--- config.mk ---
export PLATFORM = sky130hd
export DESIGN_NAME = lrp_control
export DESIGN_NICKNAME = d
export VERILOG_FILES = /design/src/lrp_pkg.sv /design/src/lrp_control.sv
export SDC_FILE = /design/constraint.sdc
export NUM_CORES = 1
export LEC_CHECK = 0
export ABC_AREA = 1
export CORE_ASPECT_RATIO = 1.1
export CORE_MARGIN = 2
export CORE_UTILIZATION = 40
export DETAILED_ROUTE_END_ITERATION = 8
export DONT_BUFFER_PORTS = 1
export SYNTH_ARGS = -nofsm -noshare
export SYNTH_HDL_FRONTEND = slang
export SYNTH_SLANG_ARGS = --single-unit
export TNS_END_PERCENT = 20
--- constraint.sdc ---
create_clock -name clock -period 1.6 [get_ports clock]
set_clock_uncertainty 0.1 [all_clocks]
set_input_delay 0.32 -clock clock [delete_from_list [all_inputs] [get_ports clock]]
set_output_delay 0.32 -clock clock [all_outputs]
set_load 0.01 [all_outputs]
--- src/lrp_pkg.sv ---
// Package with the item types and codes of the shift-reduce parse engine.
`default_nettype none
package lrp_pkg;
   localparam logic [2:0] KIND_TOKEN   = 3'd0;
   localparam logic [2:0] KIND_ACTION  = 3'd1;
   localparam logic [2:0] KIND_GOTO    = 3'd2;
   localparam logic [2:0] KIND_RULE    = 3'd3;
   localparam logic [2:0] KIND_RESTART = 3'd4;

   localparam logic [1:0] ACT_EMPTY  = 2'd0;
   localparam logic [1:0] ACT_SHIFT  = 2'd1;
   localparam logic [1:0] ACT_REDUCE = 2'd2;
   localparam logic [1:0] ACT_ACCEPT = 2'd3;

   localparam logic [2:0] EV_REDUCE   = 3'd0;
   localparam logic [2:0] EV_SHIFT    = 3'd1;
   localparam logic [2:0] EV_ACCEPT   = 3'd2;
   localparam logic [2:0] EV_NOENTRY  = 3'd3;
   localparam logic [2:0] EV_OVERFLOW = 3'd4;
   localparam logic [2:0] EV_TOOMANY  = 3'd5;
   localparam logic [2:0] EV_IGNORED  = 3'd6;

   typedef struct packed {
      logic [2:0] kind;
      logic [5:0] state_index;
      logic [4:0] symbol;
      logic [1:0] entry_type;
      logic [5:0] entry_value;
      logic [5:0] rule_number;
      logic [3:0] rule_length;
      logic [3:0] rule_lhs;
   } req_type;

   typedef struct packed {
      logic [2:0] event_res;
      logic [5:0] reduced_rule;
      logic [5:0] new_top_state;
      logic       last;
   } rsp_type;

   // Controller to datapath commands.
   typedef struct packed {
      logic load_req;
      logic do_write;
      logic do_restart;
      logic rd_top;
      logic rd_action;
      logic rd_rule;
      logic pop;
      logic push_shift;
      logic push_goto;
      logic clr_count;
      logic set_over;
      logic emit;
      logic [2:0] ev;
      logic emit_rule;
      logic emit_last;
   } cmd_type;

   // Datapath to controller status.
   typedef struct packed {
      logic       is_token;
      logic       is_write;
      logic       is_restart;
      logic       over;
      logic [1:0] atype;
      logic       stack_full;
      logic       count_limit;
      logic       rule_bad;
      logic       len_bad;
      logic       goto_valid;
      logic       rsp_busy;
   } sts_type;
endpackage
`default_nettype wire

--- src/lrp_control.sv ---
// Controller state machine of the parse engine.
`default_nettype none
module lrp_control (
   input  wire logic             clock,
   input  wire logic             reset,
   input  wire logic             req_valid,
   output logic                  req_ready,
   output lrp_pkg::cmd_type      cmd,
   input  wire lrp_pkg::sts_type sts
);
   typedef enum logic [2:0] {
      ST_IDLE, ST_DECODE, ST_TOP, ST_ACTION, ST_RULE, ST_POP, ST_GOTO, ST_WAIT
   } state_type;

   state_type state_ff, state_in;

   assign req_ready = (state_ff == ST_IDLE) && !sts.rsp_busy;

   always_comb begin
      state_in = state_ff;
      cmd = '0;
      unique case (state_ff)
         ST_IDLE: begin
            if (req_valid && req_ready) begin
               cmd.load_req = 1'b1;
               state_in = ST_DECODE;
            end
         end
         ST_DECODE: begin
            cmd.clr_count = 1'b1;
            if (sts.is_write) begin
               cmd.do_write = 1'b1;
               state_in = ST_IDLE;
            end else if (sts.is_restart) begin
               cmd.do_restart = 1'b1;
               state_in = ST_IDLE;
            end else if (sts.is_token) begin
               if (sts.over) begin
                  cmd.emit = 1'b1;
                  cmd.ev = lrp_pkg::EV_IGNORED;
                  cmd.emit_last = 1'b1;
                  state_in = ST_WAIT;
               end else begin
                  cmd.rd_top = 1'b1;
                  state_in = ST_TOP;
               end
            end else begin
               state_in = ST_IDLE;
            end
         end
         ST_TOP: begin
            // The top state is registered; the action read runs this cycle.
            state_in = ST_ACTION;
         end
         ST_ACTION: begin
            cmd.rd_action = 1'b1;
            if (sts.rsp_busy) begin
               state_in = ST_ACTION;
            end else begin
               unique case (sts.atype)
                  lrp_pkg::ACT_EMPTY: begin
                     cmd.emit = 1'b1;
                     cmd.ev = lrp_pkg::EV_NOENTRY;
                     cmd.emit_last = 1'b1;
                     cmd.set_over = 1'b1;
                     state_in = ST_WAIT;
                  end
                  lrp_pkg::ACT_ACCEPT: begin
                     cmd.emit = 1'b1;
                     cmd.ev = lrp_pkg::EV_ACCEPT;
                     cmd.emit_last = 1'b1;
                     cmd.set_over = 1'b1;
                     state_in = ST_WAIT;
                  end
                  lrp_pkg::ACT_SHIFT: begin
                     state_in = ST_RULE;
                  end
                  default: begin
                     state_in = ST_RULE;
                  end
               endcase
            end
         end
         ST_RULE: begin
            // Shift action or reduce with rule entry now read.
            if (sts.atype == lrp_pkg::ACT_SHIFT) begin
               cmd.emit = 1'b1;
               cmd.emit_last = 1'b1;
               if (sts.stack_full) begin
                  cmd.ev = lrp_pkg::EV_OVERFLOW;
                  cmd.set_over = 1'b1;
               end else begin
                  cmd.ev = lrp_pkg::EV_SHIFT;
                  cmd.push_shift = 1'b1;
               end
               state_in = ST_WAIT;
            end else if (sts.count_limit || sts.rule_bad || sts.len_bad) begin
               cmd.emit = 1'b1;
               cmd.ev = sts.count_limit ? lrp_pkg::EV_TOOMANY : lrp_pkg::EV_NOENTRY;
               cmd.emit_last = 1'b1;
               cmd.set_over = 1'b1;
               state_in = ST_WAIT;
            end else begin
               cmd.pop = 1'b1;
               state_in = ST_POP;
            end
         end
         ST_POP: begin
            // The uncovered top state is read; the goto read runs this cycle.
            cmd.rd_top = 1'b1;
            state_in = ST_GOTO;
         end
         ST_GOTO: begin
            if (sts.rsp_busy) begin
               state_in = ST_GOTO;
            end else if (!sts.goto_valid) begin
               cmd.emit = 1'b1;
               cmd.ev = lrp_pkg::EV_NOENTRY;
               cmd.emit_last = 1'b1;
               cmd.set_over = 1'b1;
               state_in = ST_WAIT;
            end else if (sts.stack_full) begin
               cmd.emit = 1'b1;
               cmd.ev = lrp_pkg::EV_OVERFLOW;
               cmd.emit_last = 1'b1;
               cmd.set_over = 1'b1;
               state_in = ST_WAIT;
            end else begin
               cmd.emit = 1'b1;
               cmd.ev = lrp_pkg::EV_REDUCE;
               cmd.emit_rule = 1'b1;
               cmd.push_goto = 1'b1;
               state_in = ST_TOP;
            end
         end
         ST_WAIT: begin
            state_in = ST_IDLE;
         end
         default: state_in = ST_IDLE;
      endcase
   end

   always_ff @(posedge clock) begin
      if (reset) begin
         state_ff <= ST_IDLE;
      end else begin
         state_ff <= state_in;
      end
   end
endmodule
`default_nettype wire

=== Word level (Yosys, flattened, before mapping) ===
Index checks and enable logic that the tools add are counted.

* Register bits after elaboration: 3
* Bits in latches: 0
* Bits in writable memories: 0
* Memory bits (read-only): 0
* Bits of input ports: 15
* Output and inout port bits: 18
* Logic and storage cells: 79
* Memories kept: 0

* Add/subtract/negate cells: 0
* Multiply operators: 0
* Divide/modulo/power cells: 0
* $lt $le $gt $ge: 0
* Equal/unequal tests: 10
* Shift operators: 0
* Multiplexer cells: 60
* Bitwise logic cells: 0
* Reductions and logical operators: 8

{| class="wikitable"
|+ Operators by type and width
! kind !! count
|-
| $mux W3 || 13
|-
| $mux W1 || 27
|-
| $pmux W3 S8 || 1
|-
| $mux W5 || 4
|-
| $mux W4 || 4
|-
| $pmux W4 S4 || 1
|-
| $eq A3 B3 Y1 const B || 4
|-
| $mux W2 || 5
|-
| $pmux W5 S2 || 1
|-
| $mux W7 || 1
|-
| $eq A3 B2 Y1 const B || 2
|-
| $pmux W1 S4 || 1
|-
| $eq A3 B1 Y1 const B || 1
|-
| $logic_not A3 Y1 || 1
|-
| $pmux W1 S3 || 1
|-
| $eq A2 B1 Y1 const B || 1
|-
| $eq A2 B2 Y1 const B || 1
|-
| $logic_and A1 B1 Y1 || 2
|-
| $logic_not A2 Y1 || 1
|-
| $logic_or A1 B1 Y1 || 2
|-
| $ne A2 B1 Y1 const B || 1
|-
| $pmux W1 S2 || 1
|-
| $reduce_or A2 Y1 || 1
|-
| $logic_not A1 Y1 || 1
|}

=== Longest topological paths before layout ===
Gate-level depths: netlist of the first run.

* Depth after elaboration: 5
* Mapped depth: 8

=== Least setup slack after synthesis of the first run ===
OpenSTA, ideal clock, no wires.

* Path kind: input to output
* From: in sts[7] (netlist bit)
* To: out cmd[3] (netlist bit)
* Arrival: 1.220 ns
* Required time: 1.180 ns
* Path slack: -0.040 ns
* Cell stages on the path: 8
* Cell sequence: inv_1 -> ha_1 -> or2_2 -> nor2_1 -> nand2_1 -> nand2_1 -> nor2_1 -> nor2_1

{| class="wikitable"
|+ RTL lines
! what !! line !! source
|-
| start, declared || lrp_control.sv:9 || <nowiki>input wire lrp_pkg::sts_type sts</nowiki>
|-
| end, declared || lrp_control.sv:8 || <nowiki>output lrp_pkg::cmd_type cmd,</nowiki>
|}

==> impl_metrics.tcl, run 1 <==
set metrics [dict create \
    outcome "finished, violations left" \
    violations "setup timing" \
    grt_max_degree 11 \
    cap_viol_max_count 0 \
    path_clk_slew_ns 0.04 \
    r2r_start "state_ff[2]" \
    use_met3 0 \
    grt.total_usage 0.196 \
    criticalPathCategory "reg2out" \
    top_regs "state_ff: 3 flops" \
    crit_top_cell "nor2_1" \
    grt_use_met1 0.200 \
    synth_cell_types 18 \
    synth_area_um2 577 \
    p_int_mw 0.237 \
    routed_via_density 5.05 \
    synth-edff-count 0 \
    cts_root_buf "clkbuf_4" \
    final_nets 151 \
    cts.path.max_buffers 2 \
    power_switching_mw 0.155 \
    ys_warn_count 0 \
    syn_to_final_growth_pct 38.0 \
    cp.required_ns 1.18 \
    cp.depth 6 \
    critPathMaxStageDelay_ns 0.36 \
    fin_crit_ns 1.68 \
    synthCells 118 \
    die_h_um 43.8 \
    dieArea_um2 1760 \
    cts.sinks 3 \
    clock_latency_ns 0.23 \
    crit_arrival_ns 1.26 \
    r2r-end "state_ff[2]" \
    report.final.slew_viol_count 0 \
    crit_buf_inv 2 \
    cts_inserted_buffers 3 \
    min_path_type "in2reg" \
    grt_overflow 0 \
    synth_top_area_cell "nor2_1" \
    cts_tree "done" \
    setup_viol 11 \
    ys_seq_elements 3 \
    drtIter0Drc 10 \
    setup_ws_ns -0.0750 \
    regMostFlops "state_ff" \
    die_width_um 40.2 \
    grt_first_pass_wirelength_um 2460 \
    diodes 0 \
    vias 748 \
    total_power_mw 0.392 \
    hold-path-endpoint "state_ff[1]" \
    cp_cell_sequence "buf_6 -> nor2_4 -> inv_2 -> nor2_1 -> nor2_1 -> a21oi_2" \
    async_flop_share 0 \
    p_sw_frac 0.395 \
    vdd_ir_drop_max_v 0.000419 \
    synth.avg_cell_area_um2 4.89 \
    wl_um 1640 \
    final_layout_size_suffix_gt1_frac 0.379 \
    busiest_layer "met2" \
    ff2ff_setup_slack_ns 0.16 \
    gp_congestion 0.778 \
    rows 14 \
    total_leakage_power_nw 0.385 \
    power_frac_comb 0.420 \
    grt_pass1_vias 671 \
    ctsHoldBuffers 0 \
    crit_family "flip-flops" \
    place_ws_ns -0.0490 \
    reg2reg_depth 9 \
    synthTopCellsByArea "nor2_1 21%, nand2_1 21%, inv_1 12%" \
    largest_reg_flops 3 \
    critPathLaunchType "flip-flop" \
    fmax_ghz 0.597 \
    ios 33 \
    grt_antenna_before_repair 0 \
    drtPass1Iterations 4 \
    ant_nets 0 \
    min_from "reset" \
    gr-usage-met2 0.390 \
    dp_hpwl_um 1190 \
    io_buffers 0 \
    synth_nets 136 \
    fin_crit_sh 1.05 \
    synth_flop_cell "dfxtp_1" \
    h-tree-depth 1 \
    wl_per_cell_um 11.1 \
    route.detailed.drc 0 \
    worstSetupEndpointType "output port" \
    path_max_fanout 6 \
    p_seq_frac 0.248 \
    crit_slowest_cell "dfxtp_4" \
    hold_depth 1 \
    powerDensity_nw_per_um2 493 \
    coreArea_um2 1370 \
    rsz0062_at_grt "true" \
    synth-seq-area-share 0.104 \
    nFillCells 154 \
    clkPwrFrac 0.333 \
    initial_core_util 0.422 \
    synth.top_cell.area_share 0.215 \
    hold_viol 0 \
]
cell families (layout without fill, tap and decap cells):
logic type / after synthesis / after routing / share of synthesized area
AO/OA/AOI/OAI: 7 / 7 / 0.0651
adder cells (fa/ha/maj): 3 / 3 / 0.0651
buffers and inverters: 23 / 37 / 0.180
flip-flops: 3 / 3 / 0.104
other: 1 / 1 / 0.00650
AND/OR/NAND/NOR: 81 / 81 / 0.579
cells in the mapped netlist (2+ instances only):
cell / number
nand3_1: 11
a21oi_1: 6
ha_1: 3
dfxtp_1: 3
inv_1: 18
buf_4: 2
nor2_1: 33
nand2_1: 32
power groups by stage:
stage	combinational, mW	clock (mW)	sequential (mW)
finish	0.165	0.130	0.0970
global route	0.183	0.139	0.0977
CTS	0.154	0.140	0.0948
detailed placement	0.133	0	0.0917
global placement	0.131	0	0.0917
floorplan	0.101	0	0.0891
cells in the final DEF (no fill, tap or decap):
| cell | instances |
|---|---|
| nand2_1 | 27 |
| nor2_1 | 22 |
| inv_1 | 14 |
| buf_4 | 12 |
| nor2_2 | 10 |
| nand3_1 | 9 |
| inv_2 | 4 |
| nand2_2 | 3 |
| nor2_4 | 3 |
| a21oi_2 | 3 |
| a21oi_1 | 3 |
| clkbuf_4 | 3 |
| dfxtp_4 | 3 |
| nand2_4 | 2 |
| nand3_2 | 2 |
| ha_2 | 2 |
| inv_4 | 1 |
| nor3_1 | 1 |
| clkinv_1 | 1 |
| or2_2 | 1 |
| o31ai_1 | 1 |
| nand4_1 | 1 |
| ha_1 | 1 |
| conb_1 | 1 |
| clkbuf_1 | 1 |
| buf_6 | 1 |
worst register-to-register path, delay by kind of cell (launching register included):
family	cells	cell delay, ns
simple gates	4	0.31
buf+inv	4	0.46
compound gates	1	0.13
flops	1	0.36
worst max path at each step:
stage | slack [ns] | end | from
floorplan | 0.004 | cmd[3] | sts[7]
global placement | -0.03 | cmd[3] | sts[7]
detailed placement | -0.05 | cmd[3] | sts[7]
CTS | -0.05 | cmd[0] | state_ff[0]
global route | -0.12 | cmd[2] | state_ff[2]
finish | -0.08 | cmd[2] | state_ff[2]
per-layer routing:
| metal | vias to the layer above | wire [µm] |
|---|---|---|
| li1 | 392 | - |
| met1 | 343 | 651 |
| met2 | 13 | 945 |
| met3 | 0 | 43 |
| met4 | 0 | 0 |
| met5 | - | 0 |
layout make-up:
cell class                      count  area, µm²  share of cell area
Inverter                           20       77.6              0.0975
Sequential cell                     3       71.3              0.0896
Tap cell                           16       20.0              0.0252
Timing Repair Buffer               13        101               0.127
Multi-Input combinational cell     92        499               0.627
Clock buffer                        4       26.3              0.0330
metrics by stage:
| step | instances | hold slack (ns) | setup TNS (ns) | utilization | instance area [µm²] |
|---|---|---|---|---|---|
| after floorplan | 118 | 0.289 | 0 | - | 582 |
| after global placement | 139 | 0.294 | -0.0455 | 0.463 | 633 |
| after detailed placement | 139 | 0.295 | -0.0825 | 0.463 | 633 |
| after CTS | 147 | 0.0366 | -0.292 | 0.562 | 768 |
| after global routing | 148 | 0.0464 | -1.10 | 0.582 | 796 |
| final | 148 | 0.0479 | -0.424 | 0.582 | 796 |
timing repair:
item / 4_1_cts / 5_1_grt
setup buffers: 4 / 1
pin swaps: 7 / 6
gates resized for setup: 30 / 7
setup endpoints to repair: 12 / 15
No activity file was read; power rests on OpenSTA's default activity.
==> inputs of run 2 (changes only) <==
Clock period 1.6 ns to 1.9 ns, I/O delays scaled along.
==> impl_metrics.tcl, run 2 (synthesized netlist as in run 1, its figures left out) <==
set metrics [dict create \
    top_regs "state_ff: 3 flops" \
    cts.path.max_buffers 2 \
    post-cts-setup-buffers 0 \
    final_cells 138 \
    wl_um 1470 \
    route.detailed.drc 0 \
    place_ws_ns 0.0600 \
    ant_nets 0 \
    mostFrequentLayoutCell "nand2_1" \
    outcome "finished, final reports clean" \
    grt_max_degree 11 \
    drtIter0Drc 3 \
    regMostFlops "state_ff" \
    cp.required_ns 1.42 \
    fin_crit_ns 1.82 \
    criticalPathCategory "reg2out" \
    worstSetupEndpointType "output port" \
    path_max_fanout 7 \
    cap_viol_max_count 0 \
    h-tree-depth 1 \
    grt_overflow 0 \
    critPathLaunchType "flip-flop" \
    grt_antenna_before_repair 0 \
    syn_to_final_growth_pct 12.8 \
    grt_pass1_vias 607 \
    grt.total_usage 0.187 \
    die_width_um 40.2 \
    placed_cells 134 \
    wl_per_cell_um 10.7 \
    vdd_ir_drop_max_v 0.000365 \
    setup_ws_ns 0.0781 \
    final_layout_size_suffix_gt1_frac 0.189 \
    rows 14 \
    initial_core_util 0.422 \
    diodes 0 \
    grt_first_pass_wirelength_um 2280 \
    cts_root_buf "clkbuf_4" \
    cts_tree "done" \
    die_h_um 43.8 \
    ff2ff_setup_slack_ns 0.64 \
    ios 33 \
    cts_inserted_buffers 3 \
    cts.sinks 3 \
    largest_reg_flops 3 \
    vias 671 \
    dp_hpwl_um 1190 \
    final_cell_mix "31 x nand2_1, 28 x nor2_1, 17 x inv_1" \
    hold_viol 0 \
    crit_arrival_ns 1.34 \
    setup_viol 0 \
    ctsHoldBuffers 0 \
    total_leakage_power_nw 0.326 \
    hold_depth 1 \
    nFillCells 168 \
    powerDensity_nw_per_um2 458 \
    report.final.slew_viol_count 0 \
    io_buffers 0 \
    routed_via_density 4.86 \
    dieArea_um2 1760 \
    dpl-instance-area_um2 591 \
    drtPass1Iterations 2 \
    fin_crit_sh 0.959 \
    path_clk_slew_ns 0.04 \
    gp_congestion 0.775 \
    clock_latency_ns 0.23 \
    fmax_ghz 0.549 \
    design_area_um2 651 \
    coreArea_um2 1370 \
    final_nets 141 \
    min_path_type "in2reg" \
    utilization 0.476 \
    tns_ns 0 \
    rsz0062_at_grt "true" \
    reg2reg_depth 7 \
]
## run 2: changes by cell type in the layout (fill, tap and decap cells not counted), sizes merged
| cell | before | now |
|---|---|---|
| buf | 13 | 3 |
## run 2: path summary, 6_finish.rpt
path          startpoint           to
min reg2reg  state_ff[0]  state_ff[0]
max reg2reg  state_ff[2]  state_ff[1]
max          state_ff[2]       cmd[3]
min                reset  state_ff[1]
## run 2: worst max-delay path, stage by stage, from the launching register on
cell and delay (ns):
dfxtp_1 0.34, buf_4 0.18, nor2_4 0.18, nand3_1 0.11, nand2_1 0.12, nor2_1 0.06
nor2_2 0.13
## run 2: repair_timing
action	4_1_cts	5_1_grt
endpoints found under the setup margin	2	8
pin swaps	0	2
gates resized for setup	4	9
## run 2: area by class of cell
class | instances | area, µm² | area share
inverter | 20 | 75.1 | 0.115
multi-input combinational | 92 | 444 | 0.683
sequential | 3 | 62.6 | 0.0962
timing repair buffer | 3 | 22.5 | 0.0346
clock buffer | 4 | 26.3 | 0.0404
tap | 16 | 20.0 | 0.0308
## run 2: routing by layer
| layer | track usage | part of all wire |
|---|---|---|
| met1 | 0.182 | 0.41 |
| met2 | 0.339 | 0.55 |
| met3 | 0.0462 | 0.043 |
| met4 | 0.100 | 0 |
| met5 | 0 | 0 |
## run 2: power by group
group | switching (mW) | total [mW] | internal (mW)
combinational | 0.0735 | 0.110 | 0.0361
sequential | 0.00838 | 0.0781 | 0.0697
clock | 0.0316 | 0.110 | 0.0786
total | 0.114 | 0.298 | 0.184
## run 2: stage by stage
stage          power, mW  hold WS, ns
2_1_floorplan      0.159        0.349
3_3_place_gp       0.177        0.354
3_5_place_dp       0.179        0.358
4_1_cts            0.299        0.102
5_1_grt            0.331       0.0977
6_report           0.298        0.115
==> inputs of run 3 (changes only) <==
Settings changed: PLACE_DENSITY_LB_ADDON set to 0.3, SKIP_LAST_GASP set to 1.
==> impl_metrics.tcl, run 3 (synthesized netlist as in run 1, its figures left out) <==
set metrics [dict create \
    mostFrequentLayoutCell "nand2_1" \
    setup_ws_ns 0.0866 \
    worstSetupEndpointType "output port" \
    rsz0062_at_grt "true" \
    critPathLaunchType "flip-flop" \
    cts_inserted_buffers 3 \
    ios 33 \
    vias 704 \
    path_clk_slew_ns 0.04 \
    crit_slowest_cell "dfxtp_1" \
    gp_congestion 0.887 \
    grt_max_degree 11 \
    cap_viol_max_count 0 \
    die_h_um 43.8 \
    cts.sinks 3 \
    wl_um 1480 \
    hold_viol 0 \
    nFillCells 168 \
    outcome "finished, final reports clean" \
    diodes 0 \
    grt_overflow 0 \
    coreArea_um2 1370 \
    grt.total_usage 0.183 \
    routed_via_density 5.06 \
    critPathMaxStageDelay_ns 0.35 \
    route.detailed.drc 0 \
    syn_to_final_growth_pct 14.1 \
    cts.path.max_buffers 2 \
    die_width_um 40.2 \
    drtIter0Drc 14 \
    fin_crit_sh 0.954 \
    place_ws_ns 0.0564 \
    ff2ff_setup_slack_ns 0.62 \
    rows 14 \
    h-tree-depth 1 \
    path_max_fanout 5 \
    total_power_mw 0.300 \
    cts_tree "done" \
    dp_hpwl_um 1210 \
    powerDensity_nw_per_um2 455 \
    regMostFlops "state_ff" \
    fmax_ghz 0.551 \
    grt_first_pass_wirelength_um 2260 \
    top_regs "state_ff: 3 flops" \
    cts_root_buf "clkbuf_4" \
    ctsHoldBuffers 0 \
    crit_arrival_ns 1.33 \
    largest_reg_flops 3 \
    final_nets 142 \
    clock_latency_ns 0.23 \
    fin_crit_ns 1.81 \
    setup_viol 0 \
    min_path_type "in2reg" \
    drtPass1Iterations 5 \
    io_buffers 0 \
    report.final.slew_viol_count 0 \
    dpl-instance-area_um2 598 \
    total_leakage_power_nw 0.333 \
    design_area_um2 658 \
    ant_nets 0 \
    cp_cell_sequence "buf_4 -> nor2_4 -> nand3_1 -> nand2_1 -> nor2_1 -> nor2_2" \
    grt_antenna_before_repair 0 \
    initial_core_util 0.422 \
    final_cell_mix "31 x nand2_1, 28 x nor2_1, 18 x inv_1" \
    final_layout_size_suffix_gt1_frac 0.187 \
    grt_pass1_vias 622 \
    vdd_ir_drop_max_v 0.000318 \
    dieArea_um2 1760 \
    cp.required_ns 1.42 \
    wl_per_cell_um 10.7 \
    utilization 0.482 \
    criticalPathCategory "reg2out" \
]
[run 3: cell types whose count changed in the layout (fill, tap and decap cells not counted)]
cell,before,now
inv_2,2,1
inv_1,17,18
buf_4,3,4
[run 3: layout make-up]
class,instances,area [µm²],share of cell area
Multi-Input combinational cell,92,444,0.675
Tap cell,16,20.0,0.0304
Clock buffer,4,26.3,0.0399
Timing Repair Buffer,4,30.0,0.0456
Inverter,20,75.1,0.114
Sequential cell,3,62.6,0.0951
[run 3: per-stage QoR]
stage	setup TNS [ns]	hold slack [ns]	instances
2_1_floorplan	0	0.349	118
3_3_place_gp	0	0.353	135
3_5_place_dp	0	0.355	135
4_1_cts	-0.00212	0.103	139
5_1_grt	-0.0517	0.0951	139
6_report	0	0.112	139
[run 3: where the power goes]
part / switching, mW / internal, mW
Combinational: 0.0757 / 0.0366
Clock: 0.0306 / 0.0785
Sequential: 0.00850 / 0.0698
Total: 0.115 / 0.185
[run 3: final timing paths]
kind               start     endpoint  depth (start not counted)
max          state_ff[2]       cmd[3]                          6
min                reset  state_ff[1]                          1
max reg2reg  state_ff[2]  state_ff[1]                          7
min reg2reg  state_ff[0]  state_ff[0]                          5
[run 3: critical path, delay by kind of cell (launching register included)]
kind | cells | cell delay, ns
buffers and inverters | 1 | 0.17
flip-flops | 1 | 0.35
AND/OR/NAND/NOR | 5 | 0.59
[run 3: repair_timing]
item                       in CTS  in global routing
gates resized for setup         3                  9
setup endpoints to repair       3                  8
setup buffers                   0                  0
pin swaps                       0                  0
[run 3: routing by layer]
metal,wire (µm),part of all wire,GRT usage
met1,615,0.42,0.203
met2,781,0.53,0.310
met3,70,0.047,0.0359
met4,14,0.0095,0.107
met5,0,0,0
